==> config.mk <==
export PLATFORM = sky130hd
export DESIGN_NAME = mpst_ctrl
export DESIGN_NICKNAME = d
export VERILOG_FILES = /design/src/design/mpst_pkg.sv /design/src/design/mpst_ctrl.sv
export SDC_FILE = /design/constraint.sdc
export NUM_CORES = 1
export LEC_CHECK = 0
export ABC_AREA = 1
export BUFFER_PORTS_ARGS = -buffer_cell sky130_fd_sc_hd__buf_4
export CAP_MARGIN = 20
export CORE_AREA = 2 2 39 41
export CTS_CLUSTER_SIZE = 40
export DETAILED_ROUTE_END_ITERATION = 10
export DIE_AREA = 0 0 41 43
export PLACE_DENSITY = 0.46
export SLEW_MARGIN = 20
export SYNTH_ARGS = -nofsm -noshare
export SYNTH_HDL_FRONTEND = slang
export SYNTH_SLANG_ARGS = --single-unit
==> constraint.sdc <==
create_clock -name clk -period 2.9 [get_ports clk]
set_input_delay 0.435 -clock clk [delete_from_list [all_inputs] [get_ports clk]]
set_output_delay 0.435 -clock clk [all_outputs]
set_load 0.02 [all_outputs]
==> src/design/mpst_pkg.sv <==
// Shared constants, command/status structs and controller state codes.
package mpst_pkg;

    localparam int LEAVES_DEFAULT = 1024;
    localparam int POS_W          = 10;
    localparam int VAL_W          = 8;
    localparam int OUT_W          = 18;

    // Commands from controller to datapath
    typedef struct packed {
        logic clear;   // write zero at the sweep address, advance it
        logic load;    // write the leaf, start the walk
        logic step;    // combine with sibling, write the parent
        logic report;  // copy the root into the result registers
    } mpst_cmd_t;

    // Status from datapath to controller
    typedef struct packed {
        logic clear_last; // sweep address is at the last node
        logic in_range;   // requested position is a real element
        logic at_root;    // the next parent written is the root
    } mpst_stat_t;

    typedef enum logic [3:0] {
        ST_CLEAR  = 4'b0001,
        ST_IDLE   = 4'b0010,
        ST_WALK   = 4'b0100,
        ST_RESULT = 4'b1000
    } mpst_state_t;

endpackage

==> src/design/mpst_ctrl.sv <==
// Controller: clearing sweep, transfer acceptance, level walk, result strobe.
module mpst_ctrl (
    input  logic                 clk,
    input  logic                 rst_n,
    input  logic                 start,
    output logic                 busy,
    output logic                 done,
    output mpst_pkg::mpst_cmd_t  cmd,
    input  mpst_pkg::mpst_stat_t stat
);

    mpst_pkg::mpst_state_t state_reg, state_next;
    logic                  accept;

    assign accept = start && (state_reg == mpst_pkg::ST_IDLE);

    // Next state and commands
    always_comb
    begin
        state_next = state_reg;
        cmd        = '0;
        unique case (state_reg)
            mpst_pkg::ST_CLEAR:
            begin
                cmd.clear = 1'b1;
                if (stat.clear_last)
                begin
                    state_next = mpst_pkg::ST_IDLE;
                end
            end
            mpst_pkg::ST_IDLE:
            begin
                if (accept)
                begin
                    if (stat.in_range)
                    begin
                        cmd.load   = 1'b1;
                        state_next = mpst_pkg::ST_WALK;
                    end
                    else
                    begin
                        cmd.report = 1'b1;
                        state_next = mpst_pkg::ST_RESULT;
                    end
                end
            end
            mpst_pkg::ST_WALK:
            begin
                cmd.step = 1'b1;
                if (stat.at_root)
                begin
                    state_next = mpst_pkg::ST_RESULT;
                end
            end
            mpst_pkg::ST_RESULT:
            begin
                state_next = mpst_pkg::ST_IDLE;
            end
            default:
            begin
                state_next = mpst_pkg::ST_IDLE;
            end
        endcase
    end

    always_ff @(posedge clk or negedge rst_n)
    begin
        if (!rst_n)
        begin
            state_reg <= mpst_pkg::ST_CLEAR;
        end
        else
        begin
            state_reg <= state_next;
        end
    end

    assign busy = (state_reg != mpst_pkg::ST_IDLE);
    assign done = (state_reg == mpst_pkg::ST_RESULT);

    a_cmd_exclusive: assert property (@(posedge clk) disable iff (!rst_n)
        $onehot0({cmd.clear, cmd.load, cmd.step, cmd.report}))
        else $error("more than one datapath command at once");

    a_load_walks: assert property (@(posedge clk) disable iff (!rst_n)
        cmd.load |=> (cmd.step && busy))
        else $error("leaf load not followed by a walk step");

    a_done_single: assert property (@(posedge clk) disable iff (!rst_n)
        done |=> (!done && !busy))
        else $error("result strobe longer than one cycle");

endmodule

---- Word level (Yosys, flattened, before mapping) ----
Index checks and enable logic that the tools add are counted.
cells by class
  multiplexer cells ....................... 13
  reductions and logical operators ........ 2
  equality and inequality tests ........... 8
operator list
  cell                  number
  $mux W4               4
  $pmux W4 S3           1
  $mux W1               8
  $ne A2 B2 Y1 const B  3
  $eq A4 B1 Y1 const B  1
  $eq A4 B2 Y1 const B  1
  $eq A4 B3 Y1 const B  1
  $eq A4 B4 Y1 const B  1
  $ne A4 B2 Y1 const B  1
  $reduce_and A3 Y1     1
  $logic_and A1 B1 Y1   1
word-level totals
  output and inout bits ................... 6
  word-level logic and storage cells ...... 24
  register bits after elaboration ......... 4

---- Logic depth before layout (Yosys ltp) ----
  depth after elaboration ................. 4
  depth in mapped cells ................... 6

---- Worst setup path after synthesis ----
No wires, ideal clock.
  path type ............................... flip-flop to output port
  start point ............................. register state_reg[0]
  end point ............................... output cmd[3] (netlist name)
  slack ................................... 1.162 ns
  data required time ...................... 2.465 ns
  cell stages (with the launch flop) ...... 3
  data arrival time ....................... 1.303 ns
  cells stage by stage .................... dfstp_2 > inv_2 > nor4_1
RTL lines
  what                    RTL line         source
  from (decl)             mpst_ctrl.sv:12  mpst_pkg::mpst_state_t state_reg, state_next;
  from (signal assigned)  mpst_ctrl.sv:70  state_reg <= mpst_pkg::ST_CLEAR;
  from (signal assigned)  mpst_ctrl.sv:74  state_reg <= state_next;
  to (decl)               mpst_ctrl.sv:8   output mpst_pkg::mpst_cmd_t cmd,

==> results.cfg <==
[clock_tree]
numCtsBuffers = 3
cts_buffer_depth = 2
cts.sinks = 4
cts_tree = built
clkTransAtPathRegs_ns = 0.04
clock_latency_ns = 0.24
htreeDepth = 1
cts_root_buffer = clkbuf_4
cts.repair.resized = 0

[worst_setup_path]
cp-end-kind = primary output
critPathArrivalTime_ns = 1.30
slowest_delay_ns = 0.56
r2r_cells = 5
criticalPathCategory = register to primary output
timing.rr.end = state_reg[1]$_DFFE_PN0P_
slowest_stage = dfstp_2
rrSetupSlack_ns = 1.82
worstPathRequired_ns = 2.47
cp_max_fo = 6
path_cells = inv_2 > nor4_1 > buf_4
startpoint_type = register
reg2reg_from = state_reg[0]$_DFFE_PN1P_

[place]
gp_congestion = 0.727
numPortBuffers = 11
post-place-cells = 60
dp_hpwl_um = 461

[global_routing]
grtUsageTotal_pct = 8.06
grt_max_degree = 9
grt_pass1_wl_um = 869
grt.overflow.total = 0
grt_pass1_vias = 240
antenna_found_initial = 0

[cells_and_area]
fin_nets = 56
largest_register_ffs = 4
num_antenna_cells = 0
instances_no_fill = 65
drive_gt1_share_pct = 44.9
syn2layout_area_growth_pct = 46.4

[floorplan]
core-area_um2 = 1380
rows = 14
io_pins = 12
die_w_um = 41
die_area_um2 = 1760
fp.dieH_um = 43
start_util_pct = 19.9

[sta]
slew_violations = 0
max_slew_margin_pct = 78.2
fmax_mhz = 578
period_needed_ns = 1.73
setup-violations-final = 0
setup_tns_ns = 0
rsz0062_at_grt = false
period_share_pct = 59.7
timing.hold.ws_ns = 0.430
hold_viol = 0
worstMarginPinSlew_ns = 0.327
skew_ns = 0.00319

[synthesis]
synth_area_um2 = 275
synthTopCellsByCount = inv_1, nand4_1, dfrtp_1
synth_area_leaders = dfrtp_1, nand4_1, inv_1, dfstp_2, nor2_4
synth_ff_type = dfrtp_1
synthXorXnorAreaFrac_pct = 0
yosys_warnings = 0
synth_top_cell_area_share_pct = 27.3
yosysUniqueCellTypes = 14
synth_top_area_cell = dfrtp_1
synth_area_per_cell_um2 = 8.10
synth-seq-cells = 4
synth_top_family_by_area = simple AND/OR/NAND/NOR gates
synthCells = 34
synth_compound_area_share_pct = 1.82
syn_nets = 40
yosys-mux-area-fraction_pct = 0
synth_fa_ha_area_share_pct = 0
ys_seq_area_share_pct = 36.8
yosysMostFrequentCell = inv_1
synthSimpleGateAreaFrac_pct = 45.0
async_reset_ff_share_pct = 100
synth_edf_count = 0

[power]
peakVddDrop_mv = 0.205
p_leak_nw = 0.215
power.density_nw_per_um2 = 912

[route]
avgRoutedWirePerCell_um = 9.05
drc = 0
drtPass1Iterations = 4
vias = 277
postRouteAntennaNets = 0
wl_um = 588
drt_iter0_markers = 5
vias_per_cell = 4.26

[hold_path]
hold_path_depth = 4
holdPathEnd = state_reg[0]$_DFFE_PN1P_
hp-class = input pin to register
min_from = stat[2]

[run]
maxCapViolCount = 0

[status]
status = finished, final reports clean
-- cells in the final DEF, fill, tap and decap left out --
cell           instances
clkbuf_4               3
nand3_1                2
clkbuf_1               1
o21ai_0                1
buf_4                 11
nor4_1                 2
dfrtp_1                3
nand4_1                5
nor2_2                 2
nand2_1                2
dlygate4sd3_1          1
inv_1                  8
dfstp_2                1
nand3_2                2
inv_2                  1
nor2_4                 2
nor2_1                 2
-- critical path, delay by kind of cell (launching register included) --
kind / cells / cell delay (ns)
flip-flops: 1 / 0.56
buffers and inverters: 2 / 0.26
AND/OR/NAND/NOR: 1 / 0.23
-- layout make-up --
class | instances | area (µm²)
Fill cell | 157 | 981
Timing Repair Buffer | 12 | 92.6
Tap cell | 16 | 20.0
Sequential cell | 4 | 101
Multi-Input combinational cell | 20 | 129
Clock buffer | 4 | 26.3
Inverter | 9 | 33.8
-- per-stage QoR --
stage               instance area [µm²]  utilization (%)  power, mW  setup slack (ns)
global placement                    367             26.5      0.292              1.42
global route                        403             29.1      0.392              1.11
floorplan                           275                -      0.244              1.16
CTS                                 403             29.1      0.372              1.16
detailed placement                  367             26.5      0.290              1.43
finish                              403             29.1      0.368              1.17
-- worst max path at each step --
| stage | startpoint | end | slack, ns |
|---|---|---|---|
| after floorplan | state_reg[0]$_DFFE_PN1P_ | cmd[3] | 1.16 |
| after global placement | state_reg[0]$_DFFE_PN1P_ | cmd[3] | 1.42 |
| after detailed placement | state_reg[0]$_DFFE_PN1P_ | cmd[3] | 1.43 |
| after CTS | state_reg[0]$_DFFE_PN1P_ | cmd[3] | 1.16 |
| after global routing | state_reg[0]$_DFFE_PN1P_ | cmd[3] | 1.11 |
| final | state_reg[0]$_DFFE_PN1P_ | cmd[3] | 1.17 |
-- logic make-up (layout without fill, tap and decap cells) --
logic type      count (synthesis)  after routing
compound gates                  1              1
buf+inv                        10             25
flops                           4              4
simple gates                   19             19
-- where the power goes --
part           total (mW)  leakage (nW)  internal [mW]  switching [mW]
sequential          0.112        0.0483         0.0746          0.0373
clock              0.0779        0.0150         0.0518          0.0261
combinational       0.178         0.152         0.0761           0.102
total               0.368         0.215          0.203           0.165
-- per-layer routing --
layer  global-route usage (%)  share of wire, %
met1                     7.14                40
met2                     11.6                52
met3                     3.14               5.8
met4                     10.0               2.6
met5                        0                 0
-- repair_timing --
| action | 4_1_cts | 5_1_grt |
|---|---|---|
| buffers inserted | 0 | 0 |
| endpoints found under the hold margin | 3 | 0 |
| hold buffers | 1 | 0 |
(Power assumes the default switching activity.)
